File: src/design/tamc_pkg.sv
// Shared types and constants for the threshold alarm menu controller.
`timescale 1ns / 1ps

package tamc_pkg;

    localparam int VALUE_WIDTH = 8;
    localparam int KEY_WIDTH   = 3;
    localparam int MODE_WIDTH  = 3;

    typedef logic [VALUE_WIDTH-1:0] t_value;
    typedef logic [KEY_WIDTH-1:0]   t_key;

    typedef enum logic [MODE_WIDTH-1:0] {
        MODE_MONITOR      = 3'd0,
        MODE_SET_HUM_MAX  = 3'd1,
        MODE_SET_HUM_MIN  = 3'd2,
        MODE_SET_TEMP_MAX = 3'd3,
        MODE_SET_TEMP_MIN = 3'd4,
        MODE_TEMP_ALARM   = 3'd5,
        MODE_HUM_ALARM    = 3'd6
    } t_mode;

    localparam logic OP_KEY  = 1'b0;
    localparam logic OP_TICK = 1'b1;

    localparam t_key KEY_NONE = 3'd0;
    localparam t_key KEY_OK   = 3'd1;
    localparam t_key KEY_INC  = 3'd2;
    localparam t_key KEY_DEC  = 3'd3;

    localparam t_value TEMP_UPPER_RST = VALUE_WIDTH'(30);
    localparam t_value TEMP_LOWER_RST = VALUE_WIDTH'(20);
    localparam t_value HUM_UPPER_RST  = VALUE_WIDTH'(75);
    localparam t_value HUM_LOWER_RST  = VALUE_WIDTH'(35);

endpackage

File: src/design/tamc_in_if.sv
// Input channel: key events and sensor ticks.
`timescale 1ns / 1ps

interface tamc_in_if;
    logic                  valid;
    logic                  ready;
    logic                  opcode;
    tamc_pkg::t_key        key_code;
    tamc_pkg::t_value      temperature;
    tamc_pkg::t_value      humidity;

    modport source (output valid, output opcode, output key_code, output temperature,
                    output humidity, input ready);
    modport sink   (input valid, input opcode, input key_code, input temperature,
                    input humidity, output ready);
endinterface

File: src/design/tamc_out_if.sv
// Output channel: mode, limits and alarm flag after each beat.
`timescale 1ns / 1ps

interface tamc_out_if;
    logic                          valid;
    logic                          ready;
    logic [tamc_pkg::MODE_WIDTH-1:0] mode;
    tamc_pkg::t_value              temp_upper;
    tamc_pkg::t_value              temp_lower;
    tamc_pkg::t_value              hum_upper;
    tamc_pkg::t_value              hum_lower;
    logic                          alarm_active;

    modport source (output valid, output mode, output temp_upper, output temp_lower,
                    output hum_upper, output hum_lower, output alarm_active,
                    input ready);
    modport sink   (input valid, input mode, input temp_upper, input temp_lower,
                    input hum_upper, input hum_lower, input alarm_active,
                    output ready);
endinterface

File: src/design/threshold_alarm_menu_controller.sv
// An accepted beat passes from the input register to the result register, which offers it.
// Throughput: one beat per cycle while the sink is ready; the input register and the
// result register each advance whenever the stage after them is empty or being emptied.
// The mode update and the limit step are one short pass of compare and add or subtract.
// Reset (synchronous, active low) empties both stages, sets the mode to
// set max humidity and loads the default limits.
`timescale 1ns / 1ps

module threshold_alarm_menu_controller (
    input  logic              i_clk,
    input  logic              i_rst_n,
    tamc_in_if.sink           i_in,
    tamc_out_if.source        o_out
);

    // Input stage
    logic                   r_in_valid;
    logic                   r_opcode;
    tamc_pkg::t_key         r_key;
    tamc_pkg::t_value       r_temp;
    tamc_pkg::t_value       r_hum;

    // Controller state
    tamc_pkg::t_mode        r_mode;
    tamc_pkg::t_mode        n_mode;
    tamc_pkg::t_value       r_temp_upper;
    tamc_pkg::t_value       r_temp_lower;
    tamc_pkg::t_value       r_hum_upper;
    tamc_pkg::t_value       r_hum_lower;
    tamc_pkg::t_value       n_temp_upper;
    tamc_pkg::t_value       n_temp_lower;
    tamc_pkg::t_value       n_hum_upper;
    tamc_pkg::t_value       n_hum_lower;

    // Result stage
    logic                   r_out_valid;
    logic                   out_free;
    logic                   advance;

    function automatic tamc_pkg::t_value nudge(input tamc_pkg::t_value value,
                                               input tamc_pkg::t_key key);
        tamc_pkg::t_value result;
        result = value;
        if (key == tamc_pkg::KEY_INC) begin
            result = value + tamc_pkg::VALUE_WIDTH'(1);
        end else if (key == tamc_pkg::KEY_DEC) begin
            result = value - tamc_pkg::VALUE_WIDTH'(1);
        end
        return result;
    endfunction

    assign out_free   = !r_out_valid || o_out.ready;
    assign advance    = r_in_valid && out_free;
    assign i_in.ready = !r_in_valid || out_free;

    always_ff @(posedge i_clk) begin
        if (!i_rst_n) begin
            r_in_valid <= 1'b0;
        end else if (i_in.ready) begin
            r_in_valid <= i_in.valid;
        end
    end

    always_ff @(posedge i_clk) begin
        if (i_in.valid && i_in.ready) begin
            r_opcode <= i_in.opcode;
            r_key    <= i_in.key_code;
            r_temp   <= i_in.temperature;
            r_hum    <= i_in.humidity;
        end
    end

    // Next mode
    always_comb begin
        n_mode = r_mode;
        if (r_opcode == tamc_pkg::OP_KEY) begin
            if (r_key != tamc_pkg::KEY_NONE) begin
                unique case (r_mode)
                    tamc_pkg::MODE_MONITOR: begin
                        if (r_key == tamc_pkg::KEY_OK) n_mode = tamc_pkg::MODE_SET_HUM_MAX;
                    end
                    tamc_pkg::MODE_SET_HUM_MAX: begin
                        if (r_key == tamc_pkg::KEY_OK) n_mode = tamc_pkg::MODE_SET_HUM_MIN;
                    end
                    tamc_pkg::MODE_SET_HUM_MIN: begin
                        if (r_key == tamc_pkg::KEY_OK) n_mode = tamc_pkg::MODE_SET_TEMP_MAX;
                    end
                    tamc_pkg::MODE_SET_TEMP_MAX: begin
                        if (r_key == tamc_pkg::KEY_OK) n_mode = tamc_pkg::MODE_SET_TEMP_MIN;
                    end
                    tamc_pkg::MODE_SET_TEMP_MIN: begin
                        if (r_key == tamc_pkg::KEY_OK) n_mode = tamc_pkg::MODE_MONITOR;
                    end
                    tamc_pkg::MODE_TEMP_ALARM: n_mode = tamc_pkg::MODE_SET_TEMP_MAX;
                    tamc_pkg::MODE_HUM_ALARM:  n_mode = tamc_pkg::MODE_SET_HUM_MAX;
                    default:                   n_mode = tamc_pkg::MODE_MONITOR;
                endcase
            end
        end else if (r_mode == tamc_pkg::MODE_MONITOR) begin
            // temperature window takes precedence over humidity
            if (r_temp < r_temp_lower || r_temp > r_temp_upper) begin
                n_mode = tamc_pkg::MODE_TEMP_ALARM;
            end else if (r_hum < r_hum_lower || r_hum > r_hum_upper) begin
                n_mode = tamc_pkg::MODE_HUM_ALARM;
            end
        end
    end

    // Limit edits: step only the limit of the current setting mode
    always_comb begin
        n_temp_upper = r_temp_upper;
        n_temp_lower = r_temp_lower;
        n_hum_upper  = r_hum_upper;
        n_hum_lower  = r_hum_lower;
        if (r_opcode == tamc_pkg::OP_KEY) begin
            unique case (r_mode)
                tamc_pkg::MODE_SET_HUM_MAX:  n_hum_upper  = nudge(r_hum_upper, r_key);
                tamc_pkg::MODE_SET_HUM_MIN:  n_hum_lower  = nudge(r_hum_lower, r_key);
                tamc_pkg::MODE_SET_TEMP_MAX: n_temp_upper = nudge(r_temp_upper, r_key);
                tamc_pkg::MODE_SET_TEMP_MIN: n_temp_lower = nudge(r_temp_lower, r_key);
                default: ;
            endcase
        end
    end

    always_ff @(posedge i_clk) begin
        if (!i_rst_n) begin
            r_mode       <= tamc_pkg::MODE_SET_HUM_MAX;
            r_temp_upper <= tamc_pkg::TEMP_UPPER_RST;
            r_temp_lower <= tamc_pkg::TEMP_LOWER_RST;
            r_hum_upper  <= tamc_pkg::HUM_UPPER_RST;
            r_hum_lower  <= tamc_pkg::HUM_LOWER_RST;
        end else if (advance) begin
            r_mode       <= n_mode;
            r_temp_upper <= n_temp_upper;
            r_temp_lower <= n_temp_lower;
            r_hum_upper  <= n_hum_upper;
            r_hum_lower  <= n_hum_lower;
        end
    end

    always_ff @(posedge i_clk) begin
        if (!i_rst_n) begin
            r_out_valid <= 1'b0;
        end else if (out_free) begin
            r_out_valid <= r_in_valid;
        end
    end

    // Hold the result beat while the sink stalls
    always_ff @(posedge i_clk) begin
        if (advance) begin
            o_out.mode         <= n_mode;
            o_out.temp_upper   <= n_temp_upper;
            o_out.temp_lower   <= n_temp_lower;
            o_out.hum_upper    <= n_hum_upper;
            o_out.hum_lower    <= n_hum_lower;
            o_out.alarm_active <= (n_mode == tamc_pkg::MODE_TEMP_ALARM)
                               || (n_mode == tamc_pkg::MODE_HUM_ALARM);
        end
    end

    assign o_out.valid = r_out_valid;

endmodule
File: src/flat_wrapper.sv
// flat-port wrapper written by rule: the top's interface ports become plain ports
module threshold_alarm_menu_controller_flat 
  (i_clk, i_rst_n, i_in_valid, i_in_opcode, i_in_key_code, i_in_temperature, i_in_humidity, i_in_ready, o_out_valid, o_out_mode, o_out_temp_upper, o_out_temp_lower, o_out_hum_upper, o_out_hum_lower, o_out_alarm_active, o_out_ready);
  tamc_in_if i_in_i ();
  tamc_out_if o_out_i ();
  input  logic i_clk;
  input  logic i_rst_n;
  input wire logic [$bits(i_in_i.valid)-1:0] i_in_valid;
  input wire logic [$bits(i_in_i.opcode)-1:0] i_in_opcode;
  input wire logic [$bits(i_in_i.key_code)-1:0] i_in_key_code;
  input wire logic [$bits(i_in_i.temperature)-1:0] i_in_temperature;
  input wire logic [$bits(i_in_i.humidity)-1:0] i_in_humidity;
  output wire logic [$bits(i_in_i.ready)-1:0] i_in_ready;
  output wire logic [$bits(o_out_i.valid)-1:0] o_out_valid;
  output wire logic [$bits(o_out_i.mode)-1:0] o_out_mode;
  output wire logic [$bits(o_out_i.temp_upper)-1:0] o_out_temp_upper;
  output wire logic [$bits(o_out_i.temp_lower)-1:0] o_out_temp_lower;
  output wire logic [$bits(o_out_i.hum_upper)-1:0] o_out_hum_upper;
  output wire logic [$bits(o_out_i.hum_lower)-1:0] o_out_hum_lower;
  output wire logic [$bits(o_out_i.alarm_active)-1:0] o_out_alarm_active;
  input wire logic [$bits(o_out_i.ready)-1:0] o_out_ready;
  assign i_in_i.valid = i_in_valid;
  assign i_in_i.opcode = i_in_opcode;
  assign i_in_i.key_code = i_in_key_code;
  assign i_in_i.temperature = i_in_temperature;
  assign i_in_i.humidity = i_in_humidity;
  assign i_in_ready = i_in_i.ready;
  assign o_out_valid = o_out_i.valid;
  assign o_out_mode = o_out_i.mode;
  assign o_out_temp_upper = o_out_i.temp_upper;
  assign o_out_temp_lower = o_out_i.temp_lower;
  assign o_out_hum_upper = o_out_i.hum_upper;
  assign o_out_hum_lower = o_out_i.hum_lower;
  assign o_out_alarm_active = o_out_i.alarm_active;
  assign o_out_i.ready = o_out_ready;
  threshold_alarm_menu_controller u_core (.i_clk(i_clk), .i_rst_n(i_rst_n), .i_in(i_in_i), .o_out(o_out_i));
endmodule
File: config.mk
export PLATFORM = sky130hd
export DESIGN_NAME = threshold_alarm_menu_controller_flat
export DESIGN_NICKNAME = d
export VERILOG_FILES = /design/src/design/tamc_pkg.sv /design/src/design/tamc_in_if.sv /design/src/design/tamc_out_if.sv /design/src/design/threshold_alarm_menu_controller.sv /design/src/flat_wrapper.sv
export SDC_FILE = /design/constraint.sdc
export NUM_CORES = 1
export LEC_CHECK = 0
export BUFFER_PORTS_ARGS = -buffer_cell sky130_fd_sc_hd__buf_2
export CORE_MARGIN = 4
export CORE_UTILIZATION = 53
export DETAILED_ROUTE_END_ITERATION = 8
export HOLD_SLACK_MARGIN = 0.05
export PLACE_DENSITY = 0.77
export SLEW_MARGIN = 0
export SYNTH_ARGS = -nofsm -noshare
export SYNTH_HDL_FRONTEND = slang
export SYNTH_SLANG_ARGS = --single-unit
export TNS_END_PERCENT = 20
File: constraint.sdc
create_clock -name i_clk -period 2.4 [get_ports i_clk]
set_input_delay 0.24 -clock i_clk [delete_from_list [all_inputs] [get_ports i_clk]]
set_output_delay 0.24 -clock i_clk [all_outputs]
set_load 0.01 [all_outputs]
==> out/qor.yml <==
finClkSkew_ns: 0.0117
firstDrtPassIters: 4
final_cell_mix: "buf_2, edfxtp_1, xnor2_1, ha_1, inv_1"
core_sq_um: 9240
via_per_inst: 5.72
arrival_ns: 2.54
root_buffer: "clkbuf_8"
worstHoldPathType: "in -> reg"
cts_tree: "done"
dpl_worst_slack_ns: -0.0459
synth_ff_type: "edfxtp_1"
routedWlPerCell_um: 16.4
wl_met3_um: 689
crit_path_end_kind: "flip-flop"
synth.avg_cell_area_sq_um: 10.2
start_kind: "flip-flop"
nFillCells: 731
hpwl_um: 8100
grt_pass1_vias: 3937
drc: 0
synth_fp_nets: 558
routed_wl_um: 11800
maxSlewViolCount: 0
top_layer_used: "met4"
worst-setup-path-type: "reg -> reg"
critPathBufInv: 0
ant_nets: 0
grt_usage_pct: 21.0
synth_edf_count: 56
finalInstanceArea_sq_um: 5940
grt-ovfl-total: 0
nNetsFinal: 646
drt_iter0_drc: 258
cts_sinks: 93
grt_max_degree: 64
cts_made_buffers: 9
synth-compound-area-share_pct: 13.5
gp_congestion: 0.825
die-area_sq_um: 11100
timing.final.ws_setup_ns: 0.0371
synth_cells: 496
power_leakage_nw: 2.28
ys_seq_elements: 93
report.power.total_w: 0.00319
rsz0062_at_grt: "true"
drv_cap: 0
finalHoldViolCount: 0
crit_chain: "ha_1 > nor2b_4 > o211ai_1 > a21oi_2 > a211o_1 > a311o_1 > xnor2_1 > a311oi_1"
worstPathMaxFanout: 2
cts_buffer_depth: 2
clk_latency_ns: 0.35
yosys_warnings: 0
rows: 35
path_delay_family: "compound AO/OA/AOI/OAI gates"
route.met2.wl_um: 5630
layout_min_cycle_time_ns: 2.36
dpl_cell_area_sq_um: 5640
port_buffers: 61
slowest_stage: "edfxtp_1"
grt_first_pass_wirelength_um: 19000
max-slew-margin-rel_pct: 30.8
antenna_found_initial: 0
synthToLayoutAreaGrowth_pct: 17.8
synthMuxAreaShare_pct: 0.397
num_io_pins: 62
yosysSeqAreaShare_pct: 48.0
outcome: "finished clean"
drive_gt1_share_pct: 21.1
n_antenna_cell: 0
fp.dieW_um: 106
layout_commonest_cell: "buf_2"
die_y_um: 106
p_per_area_nw_per_um2: 537
finalSetupViolCount: 0
peakVddDrop_v: 0.000435
cp.required_ns: 2.57
synth_fa_ha_area_share_pct: 9.43
synth_top_family_by_area: "simple AND/OR/NAND/NOR gates"
synthXorXnorAreaFrac_pct: 7.29
mappedNetlistArea_sq_um: 5040
cts-htree-levels: 3
worst_pin_slew_ns: 1.04
initial_core_util_pct: 54.6
max_freq_mhz: 423
critPathMaxStageDelay_ns: 0.41
synthSimpleGateAreaFrac_pct: 16.6
synth_cell_type_count: 56
vias: 4109
synth_async_sr_flop_share_pct: 0
period_share_pct: 98.5
clk_pin_slew_ns: 0.09
wl_met1_um: 5170
==> report_power, final <==
| part | switching (W) | internal (W) |
|---|---|---|
| logic | 0.000227 | 0.000159 |
| clock network | 0.000540 | 0.000477 |
| registers | 0.0000395 | 0.00175 |
| total | 0.000806 | 0.00239 |
==> worst reg2reg max path, delay by kind of cell (launching register included) <==
| family | cells | cell delay [ns] |
|---|---|---|
| compound gates | 5 | 1.16 |
| flops | 1 | 0.41 |
| fa+ha+maj | 1 | 0.33 |
| xor+xnor | 1 | 0.16 |
| simple gates | 1 | 0.13 |
==> cell type report <==
cell class,count,area (sq um),area share (%)
Clock buffer,11,131,2.21
Clock inverter,5,51.3,0.863
Inverter,37,146,2.46
Multi-Input combinational cell,347,2420,40.8
Sequential cell,93,2430,40.9
Tap cell,129,161,2.72
Timing Repair Buffer,96,596,10.0
==> metrics by stage <==
stage	util (%)	TNS [ns]	hold slack (ns)	cells
after floorplan	-	0	0.339	496
after global placement	61.0	0	0.418	695
after detailed placement	61.0	-0.0459	0.419	695
after CTS	63.8	0	0.0505	717
after global routing	64.3	-0.0382	0.0502	718
final	64.3	0	0.0570	718
==> repair_timing <==
item | CTS | global route
hold buffers | 5 | 1
gates resized for setup | 4 | 12
pin swaps | 2 | 10
setup buffers | 1 | 1
hold endpoints to repair | 5 | 1
setup endpoints to repair | 1 | 5
==> cell families after synthesis <==
kind of cell,Yosys count
and+or+nand+nor,158
AOI/OAI and AO/OA,107
DFF,93
buffers and inverters,56
xor gates and xnor gates,42
adders and majority gates,38
muxes,2
==> path summary, 6_finish.rpt <==
path                                        startpoint                         to  slack [ns]  depth (start not counted)
worst max-delay path                   u_core.r_hum[1]  u_core.o_out.alarm_active        0.04                          8
worst min-delay path               i_in_temperature[5]           u_core.r_temp[5]        0.06                          1
worst max register to register         u_core.r_hum[1]  u_core.o_out.alarm_active        0.04                          8
worst min register to register  u_core.r_temp_lower[1]     u_core.r_temp_lower[1]        0.49                          2
==> sequential cells by signal, indices dropped and copies added (netlist names), 8 cells and up <==
name                     cells
u_core.o_out.hum_lower       8
u_core.o_out.hum_upper       8
u_core.o_out.temp_lower      8
u_core.o_out.temp_upper      8
u_core.r_hum                 8
u_core.r_hum_lower           8
u_core.r_hum_upper           8
u_core.r_temp                8
u_core.r_temp_lower          8
u_core.r_temp_upper          8
==> metal layers <==
layer  global-route usage (%)  vias up
met1                     28.3     1975
li1                         -     1967
met2                     33.7      136
met5                        0        -
met3                     4.29       31
met4                     7.49        0
==> cell usage after synthesis (4+ instances only) <==
master,n,area (sq um)
nand2b_1,7,43.8
a211oi_1,4,30.0
or3_1,15,93.8
nand3_1,19,95.1
clkbuf_1,13,48.8
inv_1,36,135
nor2_1,29,109
xnor2_1,38,333
and3_1,8,50.1
xor2_1,4,35.0
o21ai_0,15,75.1
nand2_1,33,124
nand4_1,8,50.1
edfxtp_1,56,1680
or4_1,4,30.0
dfxtp_1,37,741
nor3_1,13,65.1
nor2b_1,7,43.8
o211ai_1,6,45.0
o21ai_1,17,85.1
ha_1,38,475
a21boi_1,4,30.0
a21oi_1,36,180
Power figures use the tool's default switching activity.
